## config.mk

```make
export PLATFORM = sky130hd
export DESIGN_NAME = firmware_page_receive_tracker_core
export DESIGN_NICKNAME = d
export VERILOG_FILES = /design/src/design/fprt_pkg.sv /design/src/design/fprt_front.sv /design/src/design/fprt_queue.sv /design/src/design/fprt_back.sv /design/src/design/firmware_page_receive_tracker_core.sv
export SDC_FILE = /design/constraint.sdc
export NUM_CORES = 1
export LEC_CHECK = 0
export BUFFER_PORTS_ARGS = -buffer_cell sky130_fd_sc_hd__buf_2
export CORE_ASPECT_RATIO = 0.75
export CORE_MARGIN = 1.5
export CORE_UTILIZATION = 35
export DETAILED_ROUTE_END_ITERATION = 7
export GPL_TIMING_DRIVEN = 0
export PLACE_DENSITY = 0.64
export SYNTH_ARGS = -nofsm -noshare
export SYNTH_HDL_FRONTEND = slang
export SYNTH_SLANG_ARGS = --single-unit
```

## constraint.sdc

```tcl
create_clock -name clk -period 6.9 [get_ports clk]
set_input_delay 1.725 -clock clk [delete_from_list [all_inputs] [get_ports clk]]
set_output_delay 1.725 -clock clk [all_outputs]
set_load 0.01 [all_outputs]
```

## src/design/fprt_pkg.sv

```systemverilog
// Package: shared constants, codes and types of the firmware page receive tracker.
`timescale 1ns / 1ps
package fprt_pkg;

	// Sector geometry. The sector size is a power of two set by its shift.
	localparam int unsigned SECTOR_SHIFT = 12;
	localparam int unsigned SECTOR_BYTES = 1 << SECTOR_SHIFT;
	localparam int unsigned CHUNK_SHIFT  = 6;
	localparam int unsigned MAP_BITS     = 64;
	localparam int unsigned IDX_W        = $clog2(MAP_BITS);

	// Field widths.
	localparam int unsigned KIND_W   = 2;
	localparam int unsigned ADDR_W   = 32;
	localparam int unsigned LEN_W    = 7;
	localparam int unsigned STATUS_W = 3;

	localparam logic [LEN_W-1:0] MIN_PACKET = LEN_W'(7);

	// Packet types on the kind field.
	localparam logic [KIND_W-1:0] KIND_START    = 2'd0;
	localparam logic [KIND_W-1:0] KIND_DATA     = 2'd1;
	localparam logic [KIND_W-1:0] KIND_PAGE_END = 2'd2;
	localparam logic [KIND_W-1:0] KIND_VERIFY   = 2'd3;

	// Result status codes.
	localparam logic [STATUS_W-1:0] STATUS_NEW       = 3'd0;
	localparam logic [STATUS_W-1:0] STATUS_DUPLICATE = 3'd1;
	localparam logic [STATUS_W-1:0] STATUS_OLDER     = 3'd2;
	localparam logic [STATUS_W-1:0] STATUS_SHORT     = 3'd3;
	localparam logic [STATUS_W-1:0] STATUS_CONTROL   = 3'd4;

	// Command queue between the front and back parts.
	localparam int unsigned QUEUE_DEPTH = 2;
	localparam int unsigned QPTR_W      = (QUEUE_DEPTH > 1) ? $clog2(QUEUE_DEPTH) : 1;

	typedef enum logic [2:0] {
		OP_SHORT,
		OP_START,
		OP_DATA,
		OP_PAGE_END,
		OP_VERIFY
	} op_t;

	// A classified request as the front part hands it to the back part.
	typedef struct packed {
		op_t               op;
		logic [ADDR_W-1:0] page;   // sector base for data, raw offset for page end
		logic [IDX_W-1:0]  idx;    // chunk index within the sector
		logic              mark;   // non-empty chunk, sets its map bit
	} cmd_t;

	// One result item.
	typedef struct packed {
		logic                erase_request;
		logic [ADDR_W-1:0]   erase_address;
		logic                write_request;
		logic                report_valid;
		logic [ADDR_W-1:0]   report_page;
		logic [MAP_BITS-1:0] report_map;
		logic [STATUS_W-1:0] status;
	} res_t;

endpackage

```

## src/design/fprt_front.sv

```systemverilog
// Front part: classifies an incoming request and pushes it into the command queue.
`timescale 1ns / 1ps
module fprt_front (
	input  logic                          in_valid,
	output logic                          in_ready,
	input  logic [fprt_pkg::KIND_W-1:0]   kind,
	input  logic [fprt_pkg::ADDR_W-1:0]   offset,
	input  logic [fprt_pkg::LEN_W-1:0]    payload_length,
	input  logic [fprt_pkg::LEN_W-1:0]    packet_bytes,
	input  logic                          queue_full,
	output logic                          push,
	output fprt_pkg::cmd_t                cmd
);
	import fprt_pkg::*;

	logic [ADDR_W-1:0] sector_base;
	logic [IDX_W-1:0]  chunk_sel;

	// Sector base and chunk index are plain bit fields of the offset.
	assign sector_base = (offset >> SECTOR_SHIFT) << SECTOR_SHIFT;
	assign chunk_sel   = IDX_W'(offset[SECTOR_SHIFT-1:0] >> CHUNK_SHIFT);

	assign in_ready = !queue_full;
	assign push     = in_valid && !queue_full;

	always_comb begin
		cmd.page = '0;
		cmd.idx  = chunk_sel;
		cmd.mark = (payload_length != '0);
		cmd.op   = OP_SHORT;
		if (packet_bytes >= MIN_PACKET) begin
			case (kind)
				KIND_START: begin
					cmd.op = OP_START;
				end
				KIND_DATA: begin
					cmd.op   = OP_DATA;
					cmd.page = sector_base;
				end
				KIND_PAGE_END: begin
					cmd.op   = OP_PAGE_END;
					cmd.page = offset;
				end
				KIND_VERIFY: begin
					cmd.op = OP_VERIFY;
				end
				default: begin
					cmd.op = OP_SHORT;
				end
			endcase
		end
	end

endmodule

```

## src/design/fprt_queue.sv

```systemverilog
// Command queue: a short first-in first-out store between the front and back parts.
`timescale 1ns / 1ps
module fprt_queue (
	input  logic           clk,
	input  logic           arst_n,
	input  logic           push,
	input  fprt_pkg::cmd_t push_cmd,
	output logic           full,
	input  logic           pop,
	output logic           not_empty,
	output fprt_pkg::cmd_t pop_cmd
);
	import fprt_pkg::*;

	localparam logic [QPTR_W-1:0] LAST_PTR = QPTR_W'(QUEUE_DEPTH - 1);

	cmd_t              entry_q [QUEUE_DEPTH];
	logic [QPTR_W-1:0] wr_ptr_q;
	logic [QPTR_W-1:0] rd_ptr_q;
	logic [QPTR_W:0]   count_q;

	assign full      = (count_q == (QPTR_W + 1)'(QUEUE_DEPTH));
	assign not_empty = (count_q != '0);
	assign pop_cmd   = entry_q[rd_ptr_q];

	always_ff @(posedge clk or negedge arst_n) begin
		if (!arst_n) begin
			wr_ptr_q <= '0;
			rd_ptr_q <= '0;
			count_q  <= '0;
		end else begin
			if (push) begin
				wr_ptr_q <= (wr_ptr_q == LAST_PTR) ? '0 : wr_ptr_q + 1'b1;
			end
			if (pop) begin
				rd_ptr_q <= (rd_ptr_q == LAST_PTR) ? '0 : rd_ptr_q + 1'b1;
			end
			case ({push, pop})
				2'b10:   count_q <= count_q + 1'b1;
				2'b01:   count_q <= count_q - 1'b1;
				default: count_q <= count_q;
			endcase
		end
	end

	always_ff @(posedge clk) begin
		if (push) begin
			entry_q[wr_ptr_q] <= push_cmd;
		end
	end

endmodule

```

## src/design/fprt_back.sv

```systemverilog
// Back part: holds the sector tracking state, executes commands and registers the result.
`timescale 1ns / 1ps
module fprt_back (
	input  logic           clk,
	input  logic           arst_n,
	input  logic           cmd_valid,
	input  fprt_pkg::cmd_t cmd,
	output logic           pop,
	output logic           out_valid,
	input  logic           out_ready,
	output fprt_pkg::res_t res
);
	import fprt_pkg::*;

	logic                page_valid_q;
	logic [ADDR_W-1:0]   current_page_q;
	logic [MAP_BITS-1:0] chunk_map_q;
	logic                first_erased_q;
	logic                out_valid_q;
	res_t                res_q;

	logic                page_valid_d;
	logic [ADDR_W-1:0]   current_page_d;
	logic [MAP_BITS-1:0] chunk_map_d;
	logic                first_erased_d;
	res_t                res_d;
	logic                older;

	assign pop       = cmd_valid && (!out_valid_q || out_ready);
	assign out_valid = out_valid_q;
	assign res       = res_q;

	always_comb begin
		page_valid_d   = page_valid_q;
		current_page_d = current_page_q;
		chunk_map_d    = chunk_map_q;
		first_erased_d = first_erased_q;
		older          = 1'b0;
		res_d          = '0;
		res_d.status   = STATUS_CONTROL;
		case (cmd.op)
			OP_SHORT: begin
				res_d.status = STATUS_SHORT;
			end
			OP_START: begin
				page_valid_d        = 1'b0;
				current_page_d      = '0;
				chunk_map_d         = '0;
				first_erased_d      = 1'b1;
				res_d.erase_request = 1'b1;
			end
			OP_DATA: begin
				if (!page_valid_q) begin
					page_valid_d   = 1'b1;
					current_page_d = cmd.page;
					chunk_map_d    = '0;
					if (cmd.page == '0) begin
						if (!first_erased_q) begin
							res_d.erase_request = 1'b1;
							first_erased_d      = 1'b1;
						end
					end else begin
						res_d.erase_request = 1'b1;
						res_d.erase_address = cmd.page;
					end
				end else if (cmd.page > current_page_q) begin
					current_page_d      = cmd.page;
					chunk_map_d         = '0;
					res_d.erase_request = 1'b1;
					res_d.erase_address = cmd.page;
				end else if (cmd.page < current_page_q) begin
					older = 1'b1;
				end
				if (older) begin
					res_d.status = STATUS_OLDER;
				end else if (chunk_map_d[cmd.idx]) begin
					res_d.status = STATUS_DUPLICATE;
				end else begin
					if (cmd.mark) begin
						chunk_map_d[cmd.idx] = 1'b1;
					end
					res_d.write_request = 1'b1;
					res_d.status        = STATUS_NEW;
				end
			end
			OP_PAGE_END: begin
				if (page_valid_q && cmd.page == current_page_q) begin
					res_d.report_valid = 1'b1;
				end else if (!page_valid_q && cmd.page == '0) begin
					page_valid_d       = 1'b1;
					current_page_d     = '0;
					chunk_map_d        = '0;
					res_d.report_valid = 1'b1;
				end else if (page_valid_q && cmd.page > current_page_q) begin
					current_page_d     = cmd.page;
					chunk_map_d        = '0;
					res_d.report_valid = 1'b1;
				end
				if (res_d.report_valid) begin
					res_d.report_page = current_page_d;
					res_d.report_map  = chunk_map_d;
				end
			end
			OP_VERIFY: begin
				if (page_valid_q) begin
					res_d.report_valid = 1'b1;
					res_d.report_page  = current_page_q;
					res_d.report_map   = chunk_map_q;
				end
				page_valid_d = 1'b0;
			end
			default: begin
				res_d.status = STATUS_CONTROL;
			end
		endcase
	end

	always_ff @(posedge clk or negedge arst_n) begin
		if (!arst_n) begin
			page_valid_q   <= 1'b0;
			current_page_q <= '0;
			chunk_map_q    <= '0;
			first_erased_q <= 1'b0;
			out_valid_q    <= 1'b0;
		end else begin
			if (pop) begin
				page_valid_q   <= page_valid_d;
				current_page_q <= current_page_d;
				chunk_map_q    <= chunk_map_d;
				first_erased_q <= first_erased_d;
				out_valid_q    <= 1'b1;
			end else if (out_ready) begin
				out_valid_q <= 1'b0;
			end
		end
	end

	always_ff @(posedge clk) begin
		if (pop) begin
			res_q <= res_d;
		end
	end

endmodule

```

## src/design/firmware_page_receive_tracker_core.sv

```systemverilog
// Top level of the firmware page receive tracker.
//
//  Channel   Handshake               Payload
//  --------  ----------------------  ------------------------------------------------
//  input     in_valid / in_ready     kind, offset, payload_length, packet_bytes
//  result    out_valid / out_ready   erase_request, erase_address, write_request,
//                                    report_valid, report_page, report_map, status
//
// One request is taken per cycle while the queue is not full, and gives exactly one
// result: it is held in the command queue, then in the back part's result register.
// The back part's update of the sector state is the single loop that sets the rate;
// it retires one command per cycle whenever the result register is free or draining.
// Reset (arst_n low) empties the queue, drops any pending result and clears the
// tracker: no current sector, empty chunk map, sector 0 not yet erased.
// A stalled result holds the back part; requests keep being taken until the queue
// fills, so in_ready only falls after two requests pile up behind a stalled result.
`timescale 1ns / 1ps
module firmware_page_receive_tracker_core (
	input  logic                            clk,
	input  logic                            arst_n,
	input  logic                            in_valid,
	output logic                            in_ready,
	input  logic [fprt_pkg::KIND_W-1:0]     kind,
	input  logic [fprt_pkg::ADDR_W-1:0]     offset,
	input  logic [fprt_pkg::LEN_W-1:0]      payload_length,
	input  logic [fprt_pkg::LEN_W-1:0]      packet_bytes,
	output logic                            out_valid,
	input  logic                            out_ready,
	output logic                            erase_request,
	output logic [fprt_pkg::ADDR_W-1:0]     erase_address,
	output logic                            write_request,
	output logic                            report_valid,
	output logic [fprt_pkg::ADDR_W-1:0]     report_page,
	output logic [fprt_pkg::MAP_BITS-1:0]   report_map,
	output logic [fprt_pkg::STATUS_W-1:0]   status
);
	import fprt_pkg::*;

	// Classified request from the front part into the queue.
	logic push;
	logic queue_full;
	cmd_t push_cmd;

	// Head of the queue as seen by the back part.
	logic queue_not_empty;
	logic pop;
	cmd_t pop_cmd;

	res_t res;

	// The front part decides the packet type, drops short packets to a status-only
	// command, and splits a data offset into its sector base and chunk index.
	fprt_front u_front (
		.in_valid       (in_valid),
		.in_ready       (in_ready),
		.kind           (kind),
		.offset         (offset),
		.payload_length (payload_length),
		.packet_bytes   (packet_bytes),
		.queue_full     (queue_full),
		.push           (push),
		.cmd            (push_cmd)
	);

	// The queue lets the front keep taking requests while the result side stalls.
	fprt_queue u_queue (
		.clk       (clk),
		.arst_n    (arst_n),
		.push      (push),
		.push_cmd  (push_cmd),
		.full      (queue_full),
		.pop       (pop),
		.not_empty (queue_not_empty),
		.pop_cmd   (pop_cmd)
	);

	// The back part owns the current sector, its chunk map and the sector 0 erase
	// flag, and registers one result per command it retires.
	fprt_back u_back (
		.clk       (clk),
		.arst_n    (arst_n),
		.cmd_valid (queue_not_empty),
		.cmd       (pop_cmd),
		.pop       (pop),
		.out_valid (out_valid),
		.out_ready (out_ready),
		.res       (res)
	);

	assign erase_request = res.erase_request;
	assign erase_address = res.erase_address;
	assign write_request = res.write_request;
	assign report_valid  = res.report_valid;
	assign report_page   = res.report_page;
	assign report_map    = res.report_map;
	assign status        = res.status;

endmodule

```

==> results.ini <==
[sta]
clock_skew_ns=0.0187
fin_ws_ns=1.59
worstMarginPinSlew_ns=1.04
relSlewSlack=0.299
drv_slew=0
post-route-period-util=0.770
setup_viol=0
period_needed_ns=5.31
rsz0062_at_grt=false
hold_violations=0
fmax_mhz=188

[clock_network]
cts_resized=0
postCtsSetupRepairBufs=0
htree_levels=2
tritoncts=yes
cts.sinks=321
ctsRootBufferMaster=clkbuf_16
cts_inserted_buffers=37
clk_pin_slew_ns=0.06
postCtsHoldBufs=0
cts_max_path_buffers=3
clk_latency_ns=0.52

[floorplan]
dieArea_mm2=0.0419
row_count=63
core-area_mm2=0.0398
die_height_um=178
ios=188
fp.dieW_um=236
initial_core_util=0.358

[worst_setup_path]
path_cells=buf_6 -> buf_4 -> buf_4 -> buf_6 -> mux2i_1 -> inv_1 -> ha_1 -> nand4_1 -> nor4_1 -> nand3_1 -> o311ai_0 -> nand3_1 -> o221ai_2 -> buf_2 -> buf_2 -> nand2_1 -> o31ai_1
start_kind=flip-flop
r2r_cells=17
crit_path_max_incr_delay_ns=0.68
required_ns=7.30
slowest_stage=mux2i_1
r2r-end=u_back.chunk_map_q[9]$_DFFE_PN0P_
cp-end-kind=flip-flop
critPathArrivalTime_ns=5.71
reg2reg_slack_ns=1.59
regToRegStartpoint=u_queue.rd_ptr_q$_DFFE_PN0P_
crit_fanout=10
path_class=flip-flop to flip-flop

[flow_run]
cap_violations=0

[logic_synthesis]
synth_ff_type=edfxtp_1
async_reset_ff_frac=0.321
ys_types=58
synthXorXnorAreaFrac=0.00308
synth_top_area_cell=edfxtp_1
synth_nets=1291
syn_inst=1202
yosys.area_share.simple=0.137
postSynthAreaPerCell_um2=11.8
synth_top_family_by_area=simple AND/OR/NAND/NOR gates
yosysWarnings=0
ys_ff_latch=321
ys_seq_area_frac=0.641
synth-compound-area-share=0.0980
muxShareOfSynthArea=0.0477
synthAdderAreaFrac=0.0325
syn_area_mm2=0.0142
synthTopCellsByArea=edfxtp_1, dfrtp_1, nand2_1, and3_1, mux2i_1
synth_edf_count=218
yosysTopAreaCellShare=0.460

[power]
power_switching_uw=2680
power_frac_comb=0.340
p_int_uw=4610
power_density_mw_per_mm2=424
finalPower_uw=7290
power_leakage_uw=0.00725
seqPwrFrac=0.390
swShare=0.368
p_clk_frac=0.270
vdd_drop_max_mv=0.158

[final_layout]
layout_commonest_cell=edfxtp_1
fill_cells=3693
drive_gt1_frac=0.201
syn2layout_area_growth_pct=20.7
nets=1521
layout_common_cells=edfxtp_1, nand2_1, buf_2

[placed_design]
port_buffers=187
finalWeightedCongestion=0.901
dp_hpwl_mm=30.6
pre_cts_ws_ns=1.71

[global_routing]
antenna_found_initial=5
grt_overflow=0
grt_pass1_vias=10052
grt_first_pass_wirelength_mm=61.9
grt_max_degree=94
grt_use_total=0.196

[detailed_routing]
vias=10357
antenna_left=0
vias_per_cell=5.22
route.detailed.drc=0
drt_pass1_iterations=5
wirelength_mm=41.4
wl_per_cell_um=20.9
drt_iter0_markers=984

[min_path]
min_path_cells=1
min_to=u_back.first_erased_q$_DFFE_PN0P_
hold_path_class=flip-flop to flip-flop
hp-start=u_back.first_erased_q$_DFFE_PN0P_

[outcome]
status=finished, final reports clean

## cell usage after synthesis (11+ instances only)
master and instances:
edfxtp_1 218, nand2_1 205, dfrtp_1 103, o21ai_0 91, and3_1 80, inv_1 73, nor2_1 65, mux2i_1 50
clkbuf_1 40, ha_1 37, o31ai_1 26, and2_1 25, o21ai_1 25, a21oi_1 21, nand4_1 16, buf_2 11
## state kept, by name (all words and copies together), names as in the netlist
signal                 flops
u_back.chunk_map_q        64
u_back.current_page_q     32
u_back.first_erased_q      1
u_back.out_valid           1
u_back.page_valid_q        1
u_back.res               134
u_queue.count_q            2
u_queue.entry_q           84
u_queue.rd_ptr_q           1
u_queue.wr_ptr_q           1
## critical path: cells and delay by family, from the launching register on
family,cells,cell delay (ns)
AO/OA/AOI/OAI,3,0.77
adder cells (fa/ha/maj),1,0.37
buffers and inverters,7,1.78
flip-flops,1,0.37
multiplexers,1,0.68
AND/OR/NAND/NOR,5,1.21
## how the worst max path moves through the flow
stage | endpoint | startpoint | cells after the start | slack [ns]
final | u_back.chunk_map_q[9]$_DFFE_PN0P_ | u_queue.rd_ptr_q$_DFFE_PN0P_ | 17 | 1.59
after global routing | u_back.chunk_map_q[2]$_DFFE_PN0P_ | u_queue.rd_ptr_q$_DFFE_PN0P_ | 16 | 1.26
after CTS | u_back.chunk_map_q[9]$_DFFE_PN0P_ | u_queue.rd_ptr_q$_DFFE_PN0P_ | 17 | 1.65
after detailed placement | u_back.chunk_map_q[9]$_DFFE_PN0P_ | u_queue.rd_ptr_q$_DFFE_PN0P_ | 17 | 1.71
after global placement | u_back.chunk_map_q[6]$_DFFE_PN0P_ | out_ready | 11 | -1.67
after floorplan | u_back.current_page_q[28]$_DFFE_PN0P_ | out_ready | 10 | 0.70
## area by class of cell
class                   instances  area (um^2)  share of cell area
flip-flops and latches        321         9120               0.531
clock inverters                14          133             0.00772
well taps                     520          651              0.0379
inverters                      73          279              0.0162
multi-input cells             745         4540               0.264
diodes                          3         7.51            0.000437
repair buffers                191         1040              0.0604
plain buffers                  63          313              0.0182
clock buffers                  54         1100              0.0642
## cells by family after synthesis
kind of cell | after synthesis
AND/OR/NAND/NOR | 420
multiplexers | 62
flip-flops | 321
AO/OA/AOI/OAI | 221
buffers and inverters | 136
XOR/XNOR | 5
adder cells (fa/ha/maj) | 37
## metal layers
| metal | wire length (um) | up-vias | part of all wire | global-route usage |
|---|---|---|---|---|
| met5 | 31 | - | 0.00075 | 0 |
| met4 | 601 | 4 | 0.015 | 0.0414 |
| met3 | 3020 | 52 | 0.073 | 0.0369 |
| met2 | 17100 | 388 | 0.41 | 0.280 |
| met1 | 20600 | 5124 | 0.50 | 0.306 |
| li1 | - | 4789 | - | - |
## power groups by stage
| stage | Sequential [uW] | Clock (uW) | Combinational [uW] |
|---|---|---|---|
| after detailed placement | 2890 | 0 | 2460 |
| final | 2850 | 1970 | 2480 |
| after global placement | 2940 | 0 | 2370 |
| after global routing | 2890 | 2090 | 2690 |
| after floorplan | 3030 | 0 | 1320 |
| after CTS | 2850 | 2010 | 2460 |
## stage by stage
step	hold WS (ns)	utilization	area [um^2]	setup TNS (ns)	cells
after floorplan	0.444	-	14200	0	1202
after global placement	0.469	0.398	15800	-148.06	1909
after detailed placement	0.470	0.401	15900	0	1913
after CTS	0.488	0.432	17200	0	1981
after global routing	0.530	0.432	17200	0	1982
final	0.486	0.432	17200	0	1984
(Power assumes the default switching activity.)
